--- src/sv/nlfc_pkg.sv ---
// ----------------------------------------------------------------------------
// nlfc_pkg: shared types and constants of the NMEA line framer
// Character codes, header signatures, result codes and the line class type.
// ----------------------------------------------------------------------------
package nlfc_pkg;

   localparam logic [7:0] CH_DOLLAR   = 8'h24;
   localparam logic [7:0] CH_CR       = 8'h0D;
   localparam logic [7:0] CH_LF       = 8'h0A;
   localparam logic [7:0] CH_ASTERISK = 8'h2A;
   localparam logic [7:0] CH_ZERO     = 8'h30;
   localparam logic [7:0] CH_ONE      = 8'h31;

   // Header signatures, compared against the bytes that follow the '$'.
   localparam logic [31:0] SIG_PQTM    = "PQTM";
   localparam logic [31:0] SIG_PAIR    = "PAIR";
   localparam logic [55:0] SIG_PAIR001 = "PAIR001";
   localparam logic [23:0] SIG_RMC     = "RMC";
   localparam logic [23:0] SIG_GGA     = "GGA";

   localparam int HDR_DEPTH   = 7;
   localparam int MIN_LEN     = 6;
   localparam int STATUS_POS  = 13;
   localparam int LEN_W       = 7;
   localparam int LEN_MAX     = 127;

   localparam logic EV_LINE     = 1'b0;
   localparam logic EV_OVERFLOW = 1'b1;

   typedef enum logic [1:0] {
      LC_INVALID  = 2'd0,
      LC_VENDOR   = 2'd1,
      LC_STANDARD = 2'd2
   } line_class_type;

endpackage

--- src/sv/nmea_line_framer_classifier.sv ---
// ----------------------------------------------------------------------------
// nmea_line_framer_classifier: NMEA sentence framer and classifier
// Frames '$'-started lines from a received byte stream and classifies them.
// ----------------------------------------------------------------------------
// The block takes one received byte per clock cycle and gives a result only
// for a line feed that closes a line which fit in the buffer, or once for a
// line that outgrew it. The line state is updated in the cycle a byte is
// transferred in, and the result appears in the output register on the next
// cycle; that output register is the only place the block can stall, so
// bytes keep flowing every cycle unless a result waits while rsp_stall is
// high. A '$' restarts a line at any time, carriage returns are ignored, and
// bytes outside a line are dropped. Only the header bytes, the status digit
// and an asterisk flag are kept, so the buffer length is just a counter.
module nmea_line_framer_classifier #(
   parameter int LINE_BUF_SIZE = 128
) (
   input  logic       clock,
   input  logic       reset,
   input  logic       req_valid,
   output logic       req_stall,
   input  logic [7:0] req_rx_byte,
   output logic       rsp_valid,
   input  logic       rsp_stall,
   output logic       rsp_event_kind,
   output logic [1:0] rsp_line_class,
   output logic       rsp_is_rmc,
   output logic       rsp_is_gga,
   output logic       rsp_ack_in_progress,
   output logic       rsp_has_asterisk,
   output logic [6:0] rsp_line_length
);
   import nlfc_pkg::*;

   localparam int FW = $clog2(LINE_BUF_SIZE + 1);
   localparam int CW = (FW > LEN_W) ? FW : LEN_W;

   logic [FW-1:0] fill_count_ff, fill_count_in;
   logic          collecting_ff, collecting_in;
   logic          asterisk_ff, asterisk_in;
   logic [7:0]    header_ff [HDR_DEPTH];
   logic [7:0]    header_in [HDR_DEPTH];
   logic [7:0]    status_ff, status_in;

   logic           rsp_valid_ff, rsp_valid_in;
   logic           event_kind_ff, event_kind_in;
   line_class_type line_class_ff, line_class_in;
   logic           is_rmc_ff, is_rmc_in;
   logic           is_gga_ff, is_gga_in;
   logic           ack_ff, ack_in;
   logic           has_ast_ff, has_ast_in;
   logic [6:0]     length_ff, length_in;

   logic          accept;
   logic          emit;
   logic [CW-1:0] fill_wide;
   logic          is_vendor;
   logic          long_enough;

   // A new byte can enter whenever the output register will be free.
   assign req_stall = rsp_valid_ff & rsp_stall;
   assign accept    = req_valid & ~req_stall;
   assign fill_wide = CW'(fill_count_ff);

   assign long_enough = fill_count_ff >= FW'(MIN_LEN);
   assign is_vendor   = ({header_ff[0], header_ff[1], header_ff[2], header_ff[3]} == SIG_PQTM)
                     || ({header_ff[0], header_ff[1], header_ff[2], header_ff[3]} == SIG_PAIR);

   always_comb begin
      fill_count_in = fill_count_ff;
      collecting_in = collecting_ff;
      asterisk_in   = asterisk_ff;
      header_in     = header_ff;
      status_in     = status_ff;
      emit          = 1'b0;
      event_kind_in = EV_LINE;
      line_class_in = LC_INVALID;
      is_rmc_in     = 1'b0;
      is_gga_in     = 1'b0;
      ack_in        = 1'b0;
      has_ast_in    = 1'b0;
      length_in     = '0;

      if (accept) begin
         if (req_rx_byte == CH_DOLLAR) begin
            collecting_in = 1'b1;
            fill_count_in = FW'(1);
            asterisk_in   = 1'b0;
         end else if (req_rx_byte == CH_CR || !collecting_ff) begin
            // Nothing to do: carriage returns and bytes outside a line are dropped.
         end else if (req_rx_byte == CH_LF && fill_count_ff < FW'(LINE_BUF_SIZE)) begin
            emit          = 1'b1;
            collecting_in = 1'b0;
            fill_count_in = '0;
            has_ast_in    = asterisk_ff;
            length_in     = (fill_wide > CW'(LEN_MAX)) ? 7'(LEN_MAX) : fill_wide[6:0];
            if (long_enough) begin
               line_class_in = is_vendor ? LC_VENDOR : LC_STANDARD;
               is_rmc_in = {header_ff[2], header_ff[3], header_ff[4]} == SIG_RMC;
               is_gga_in = {header_ff[2], header_ff[3], header_ff[4]} == SIG_GGA;
               ack_in    = is_vendor && asterisk_ff
                        && fill_count_ff > FW'(STATUS_POS)
                        && {header_ff[0], header_ff[1], header_ff[2], header_ff[3],
                            header_ff[4], header_ff[5], header_ff[6]} == SIG_PAIR001
                        && (status_ff == CH_ZERO || status_ff == CH_ONE);
            end
         end else if (fill_count_ff >= FW'(LINE_BUF_SIZE)) begin
            // The line outgrew the buffer: report once, then wait for '$'.
            emit          = 1'b1;
            event_kind_in = EV_OVERFLOW;
            collecting_in = 1'b0;
         end else begin
            for (int i = 0; i < HDR_DEPTH; i++) begin
               if (fill_count_ff == FW'(i + 1)) begin
                  header_in[i] = req_rx_byte;
               end
            end
            if (fill_count_ff == FW'(STATUS_POS)) begin
               status_in = req_rx_byte;
            end
            if (req_rx_byte == CH_ASTERISK) begin
               asterisk_in = 1'b1;
            end
            fill_count_in = fill_count_ff + FW'(1);
         end
      end

      if (emit) begin
         rsp_valid_in = 1'b1;
      end else if (!rsp_stall) begin
         rsp_valid_in = 1'b0;
      end else begin
         rsp_valid_in = rsp_valid_ff;
      end
   end

   always_ff @(posedge clock) begin
      if (reset) begin
         fill_count_ff <= '0;
         collecting_ff <= 1'b0;
         asterisk_ff   <= 1'b0;
         rsp_valid_ff  <= 1'b0;
      end else begin
         fill_count_ff <= fill_count_in;
         collecting_ff <= collecting_in;
         asterisk_ff   <= asterisk_in;
         rsp_valid_ff  <= rsp_valid_in;
      end
   end

   always_ff @(posedge clock) begin
      header_ff <= header_in;
      status_ff <= status_in;
      if (emit) begin
         event_kind_ff <= event_kind_in;
         line_class_ff <= line_class_in;
         is_rmc_ff     <= is_rmc_in;
         is_gga_ff     <= is_gga_in;
         ack_ff        <= ack_in;
         has_ast_ff    <= has_ast_in;
         length_ff     <= length_in;
      end
   end

   assign rsp_valid           = rsp_valid_ff;
   assign rsp_event_kind      = event_kind_ff;
   assign rsp_line_class      = line_class_ff;
   assign rsp_is_rmc          = is_rmc_ff;
   assign rsp_is_gga          = is_gga_ff;
   assign rsp_ack_in_progress = ack_ff;
   assign rsp_has_asterisk    = has_ast_ff;
   assign rsp_line_length     = length_ff;

`ifndef SYNTHESIS
   a_fill_bounded: assert property (@(posedge clock) disable iff (reset)
      fill_count_ff <= FW'(LINE_BUF_SIZE))
      else $error("line fill count exceeds the buffer size");

   a_overflow_clean: assert property (@(posedge clock) disable iff (reset)
      rsp_valid && rsp_event_kind == EV_OVERFLOW |->
         rsp_line_class == LC_INVALID && rsp_line_length == '0 && !rsp_has_asterisk)
      else $error("overflow result carries line fields");

   a_ack_implies_vendor: assert property (@(posedge clock) disable iff (reset)
      rsp_valid && rsp_ack_in_progress |->
         rsp_line_class == LC_VENDOR && rsp_has_asterisk
         && rsp_line_length > 7'(STATUS_POS))
      else $error("in-progress flag on a line that cannot carry it");

   a_class_vs_length: assert property (@(posedge clock) disable iff (reset)
      rsp_valid && rsp_event_kind == EV_LINE |->
         (rsp_line_class == LC_INVALID) == (rsp_line_length < 7'(MIN_LEN)))
      else $error("line class disagrees with line length");

   a_emit_after_accept: assert property (@(posedge clock) disable iff (reset)
      $rose(rsp_valid) |-> $past(accept))
      else $error("result appeared without a byte transfer");
`endif

endmodule
--- config.mk ---
export PLATFORM = sky130hd
export DESIGN_NAME = nmea_line_framer_classifier
export DESIGN_NICKNAME = d
export VERILOG_FILES = /design/src/sv/nlfc_pkg.sv /design/src/sv/nmea_line_framer_classifier.sv
export SDC_FILE = /design/constraint.sdc
export NUM_CORES = 1
export LEC_CHECK = 0
export ABC_AREA = 0
export BUFFER_PORTS_ARGS = -buffer_cell sky130_fd_sc_hd__buf_2
export CAP_MARGIN = 20
export CORE_MARGIN = 4
export CORE_UTILIZATION = 62
export DETAILED_ROUTE_END_ITERATION = 6
export PLACE_DENSITY = 0.8
export SLEW_MARGIN = 20
export SYNTH_ARGS = -nofsm -noshare
export SYNTH_HDL_FRONTEND = slang
export SYNTH_SLANG_ARGS = --single-unit
--- constraint.sdc ---
create_clock -name clock -period 4.7 [get_ports clock]
set_input_delay 0.705 -clock clock [delete_from_list [all_inputs] [get_ports clock]]
set_output_delay 0.705 -clock clock [all_outputs]
set_load 0.05 [all_outputs]
Yosys cells after proc, flatten, opt, wreduce, memory -nomap -nowiden
Cells that the tools add are included.
{"block": "word_totals", "ram_bits": 0, "latch_bits": 0, "regBits": 89, "mem_count": 0, "out_inout_bits": 16, "input_bits": 12, "word_cells": 105, "romBits": 0}
{"block": "classes", "div": 0, "order_cmp": 5, "n_reduce_logical": 25, "n_eq_ne": 24, "bitwise_logic": 9, "add_sub_neg": 1, "multipliers": 0, "muxes": 22, "shift": 0}
{"cell": "$eq 32x31->1 const B", "n": 2}
{"cell": "$eq 56x55->1 const B", "n": 1}
{"cell": "$eq 24x23->1 const B", "n": 2}
{"cell": "$reduce_and 6->1", "n": 8}
{"cell": "$eq 8x3->1 const B", "n": 4}
{"cell": "$eq 8x6->1 const B", "n": 4}
{"cell": "$mux 8", "n": 4}
{"cell": "$eq 8x4->1 const B", "n": 3}
{"cell": "$eq 8x2->1 const B", "n": 2}
{"cell": "$mux 1", "n": 16}
{"cell": "$add 8x1->8 const B", "n": 1}
{"cell": "$eq 8x1->1 const B", "n": 1}
{"cell": "$ge 8x3->1 const B", "n": 1}
{"cell": "$ge 8x8->1 const B", "n": 1}
{"cell": "$gt 8x4->1 const B", "n": 1}
{"cell": "$gt 8x7->1 const B", "n": 1}
{"cell": "$lt 8x8->1 const B", "n": 1}
{"cell": "$reduce_or 4->1", "n": 2}
{"cell": "$mux 7", "n": 1}
{"cell": "$not 1->1", "n": 7}
{"cell": "$ne 2x2->1 const B", "n": 3}
{"cell": "$reduce_and 3->1", "n": 2}
{"cell": "$logic_and 1x1->1", "n": 5}
{"cell": "$reduce_and 5->1", "n": 1}
{"cell": "other kinds (9)", "n": 12}

Depth between registers and ports, before layout
{"block": "depth", "ltp_word": 7, "ltp_mapped": 6, "mapped_depth_nobuf": 6}

Least setup slack after synthesis
OpenSTA, ideal clock, no wires.
{"block": "synth_path", "path_type": "input to register", "startpoint": "input req_rx_byte[1]", "endpoint": "register header_ff[24] (netlist name) (enable)", "arrival_time_ns": 1.994, "setup_time_ns": 0.371, "slack_ns": 2.335, "cell_stages": 5, "t_required_ns": 4.329, "cell_sequence": "nor4bb_1 > buf_2 > a211oi_1 > nand4_1 > nor2_1"}
{"block": "synth_via", "elab_chain_cells": 4, "word_cells_on_any_way": 9, "cone_classes": "3 x eq/ne; 3 x bitwise; 3 x reduce/logical"}
{"element": "start: declaration", "line": "nmea_line_framer_classifier.sv:21", "text": "input logic [7:0] req_rx_byte,"}
{"element": "$eq 8x4->1 (on tied branches)", "line": "nmea_line_framer_classifier.sv:90, nmea_line_framer_classifier.sv:88"}
{"element": "$logic_and 1x1->1 / $logic_or 1x1->1 (equally long branches)", "line": "nmea_line_framer_classifier.sv:90, nmea_line_framer_classifier.sv:88"}
{"element": "$not 1->1 (no line)"}
{"element": "$reduce_and 6->1 (no line) *"}
{"element": "end signal: assignment", "line": "nmea_line_framer_classifier.sv:151", "text": "header_ff <= header_in;"}
{"element": "end: declaration", "line": "nmea_line_framer_classifier.sv:40", "text": "logic [7:0] header_ff [HDR_DEPTH];"}
Every way passes the cells marked *; elsewhere a longest branch is shown, timed or not.
A chain may end at the register's enable or synchronous reset.

Worst setup path in the final report
{"block": "layout_path", "startpoint": "input req_rx_byte[1]", "endpoint": "register header_ff[25] (netlist name) (enable)"}
The elaborated chain is that of the path after synthesis.

==> impl_metrics.toml <==
[run_status]
status = "finished, final reports clean"

[setup_path]
crit_fanout = 12
worst_setup_path_start_kind = "input pin"
crit-reg2reg-capture = "header_ff[25]"
ff2ff_setup_slack_ns = 2.32
worstReg2RegStart = "fill_count_ff[7]"
critPathArrivalTime_ns = 2.63
required_ns = 4.68
worst_setup_path_end_kind = "register"
reg2reg_depth = 4
crit_type = "input pin to register"

[pwr]
power_w = 0.00136
p_comb_share_pct = 4.5
vdd.ir_drop.worst_mv = 0.246
p_sw_share_pct = 22.0
power_per_cell_area_nw_per_um2 = 342
seq_power_share_pct = 63.4
cellLeakagePower_nw = 1.26
net-switching-power_w = 0.000299
share_of_power_burned_in_the_clock_network_pct = 32.1
cell_internal_pwr_w = 0.00106

[logic_synthesis]
yosysWarningCount = 0
synth.net_count = 260
avgSynthCellArea_um2 = 14.7
synth-compound-area-share_pct = 5.90
post_synth_instance_area_um2 = 3580
synthSimpleGateAreaFrac_pct = 19.7
synth_cells = 243
synthXorXnorAreaFrac_pct = 0
yosysSeqAreaShare_pct = 70.7
synth-adder-area-share_pct = 1.75
yosys.cell_types.count = 50
ys_async_sr_fraction_pct = 0
synth.ff_latch_count = 88
synth_edf_count = 77
dominant_combinational_cell_family_by_area_after_synthesis = "simple AND/OR/NAND/NOR gates"
post_synth_mux_area_share_pct = 0
synth_top_flop_cell = "sky130_fd_sc_hd__edfxtp_1"

[route]
routed-via-count = 2223
routed_via_density = 6.23
drc = 0
route.antenna.remaining_nets = 0
first_iteration_detailed_routing_drc_count = 216
routed_wire_length_per_instance_um = 19.4
routed_wl_um = 6920
detailedRoute.firstPassIterationCount = 5

[cts]
clk_path_buf_depth = 2
number_of_buffers_added_for_setup_after_cts = 0
cts_tree = "built"
clock_tree.root_cell = "sky130_fd_sc_hd__clkbuf_8"
hold_buffer_count_at_cts = 0
cts-resized-gates = 0
clock_sinks = 88
cts.htree.levels = 3
clock_insertion_delay_worst_skew_ns = 0.35
cts.clk_slew.worst_paths_ns = 0.08
cts_buffer_count = 9

[sta]
finalClockSkew_ns = 0.00827
max_clock_freq_mhz = 377
rsz_0062_raised_after_global_routing = "false"
timing.final.ws_setup_ns = 2.05
timing.slew.headroom_pct = 52.1
slew_viol_final = 0
min_period_ns = 2.65
timing.final.hold_violations = 0
finalCritPeriodShare_pct = 56.4
worst_margin_pin_slew_ns = 0.700
setup_tns_ns = 0
setup_viol_count_final = 0

[global_route]
overflow = 0
largest_net_degree_at_the_start_of_global_routing = 18
grt_first_pass_wirelength_um = 11100
via_count_of_the_first_global_routing_pass = 2164
grt_antenna_before_repair = 0
grt_util_all_layers_pct = 20.9

[layout]
final_net_count = 297
drive_gt1_share_pct = 19.6
finish.utilization_pct = 71.7
synthToLayoutAreaGrowth_pct = 10.9
antennaDiodeCount = 0

[floorplanning]
die_w_um = 84.0
initial_utilization_pct = 64.7
die-area_um2 = 7060
floorplan.core_area_um2 = 5540
chipHeight_um = 84.0
io-pin-count = 28
core.rowCount = 27

[placement]
pre_cts_slack_ns = 1.67
dpl.hpwl_um = 4860
place_congestion = 0.870
placement.io_buffers = 27

[min_path]
hold_depth = 2
hold_start = "asterisk_ff"
hold_path.class = "register to register"
min_to = "asterisk_ff"

[job]
drv.max_cap_violation_count = 0
==> metal layers <==
| layer | track usage, % | share of wire, % | wire length, um |
|---|---|---|---|
| met4 | 9.21 | 1.2 | 84 |
| met1 | 29.5 | 44 | 3010 |
| met3 | 3.46 | 6.7 | 464 |
| met2 | 32.1 | 49 | 3360 |
| met5 | 0 | 0 | 0 |
==> registers in the layout, summed over array words and instances (netlist names), 2 cells and up <==
| signal | flops |
|---|---|
| rsp_line_length | 7 |
| fill_count_ff | 8 |
| header_ff | 56 |
| rsp_line_class | 2 |
| status_ff | 7 |
==> cells in the final DEF, fill, tap and decap left out, types with 3 or more instances in the layout <==
master	instances
sky130_fd_sc_hd__nand3_1	15
sky130_fd_sc_hd__and3_2	3
sky130_fd_sc_hd__nand2_1	6
sky130_fd_sc_hd__and2_1	3
sky130_fd_sc_hd__o21ai_0	3
sky130_fd_sc_hd__clkinv_1	3
sky130_fd_sc_hd__and4_1	4
sky130_fd_sc_hd__nor3_1	3
sky130_fd_sc_hd__nand4_1	11
sky130_fd_sc_hd__ha_1	5
sky130_fd_sc_hd__nor4b_1	4
sky130_fd_sc_hd__nor2_1	17
sky130_fd_sc_hd__buf_2	27
sky130_fd_sc_hd__a21oi_1	7
sky130_fd_sc_hd__dfxtp_1	11
sky130_fd_sc_hd__nor4bb_1	8
sky130_fd_sc_hd__clkbuf_8	9
sky130_fd_sc_hd__o211ai_1	6
sky130_fd_sc_hd__inv_1	15
sky130_fd_sc_hd__edfxtp_1	77
sky130_fd_sc_hd__nand4b_1	4
sky130_fd_sc_hd__nor4_1	5
==> final cells by class <==
class	count	area [um^2]
sequential	88	2530
fill	384	1570
multi-input combinational	137	981
timing repair buffer	29	150
clock buffer	10	128
tap	72	90.1
inverter	15	56.3
clock inverter	6	35.0
==> power groups by stage <==
stage	Clock (W)	Combinational (W)	Sequential [W]
floorplan	0	0.0000342	0.000877
global placement	0	0.0000603	0.000879
detailed placement	0	0.0000615	0.000879
CTS	0.000442	0.0000615	0.000861
global route	0.000478	0.0000688	0.000863
finish	0.000437	0.0000616	0.000862
==> worst max-delay path by stage <==
stage | start | end | slack (ns) | depth (start not counted)
after floorplan | req_rx_byte[1] | header_ff[24] | 2.34 | 5
after global placement | req_rx_byte[1] | header_ff[24] | 1.85 | 6
after detailed placement | req_rx_byte[1] | header_ff[24] | 1.67 | 6
after CTS | req_rx_byte[1] | header_ff[25] | 2.04 | 6
after global routing | req_rx_byte[1] | header_ff[28] | 1.90 | 6
final | req_rx_byte[1] | header_ff[25] | 2.05 | 6
==> cells in the mapped netlist, drive strengths merged (2+ instances only) <==
cell	n	share of area, %
nor3	3	0.42
ha	5	1.7
edfxtp	77	65
and3	4	0.80
nor2	17	1.8
nand3	15	2.1
or4b	2	0.56
a211oi	2	0.42
a2111oi	2	0.66
inv	15	1.6
and4	5	1.3
buf	3	0.38
and2	3	0.52
nand4b	4	0.98
nor4b	5	1.4
nor2b	2	0.35
nand4	12	2.5
or4	3	0.73
a21oi	7	0.98
nor4bb	8	2.2
nor4	6	1.5
and3b	2	0.52
dfxtp	11	6.1
o211ai	7	1.6
nand2	6	0.63
o21ai	3	0.42
==> critical path, cell delays in order <==
cell and delay (ns):
sky130_fd_sc_hd__buf_2 0.17, sky130_fd_sc_hd__nor4bb_1 0.16, sky130_fd_sc_hd__buf_4 0.17, sky130_fd_sc_hd__a211oi_1 0.51
sky130_fd_sc_hd__nand4_1 0.29, sky130_fd_sc_hd__nor2_1 0.61
==> logic make-up after synthesis <==
group / Yosys count
flip-flops: 88
AO/OA/AOI/OAI: 29
AND/OR/NAND/NOR: 103
adder cells (fa/ha/maj): 5
buffers and inverters: 18
==> stage by stage <==
step | hold slack (ns) | cells | area [um^2]
after floorplan | 0.460 | 243 | 3580
after global placement | 0.499 | 341 | 3810
after detailed placement | 0.507 | 341 | 3810
after CTS | 0.518 | 357 | 3970
after global routing | 0.560 | 357 | 3970
final | 0.516 | 357 | 3970
No activity file was read; power rests on OpenSTA's default activity.
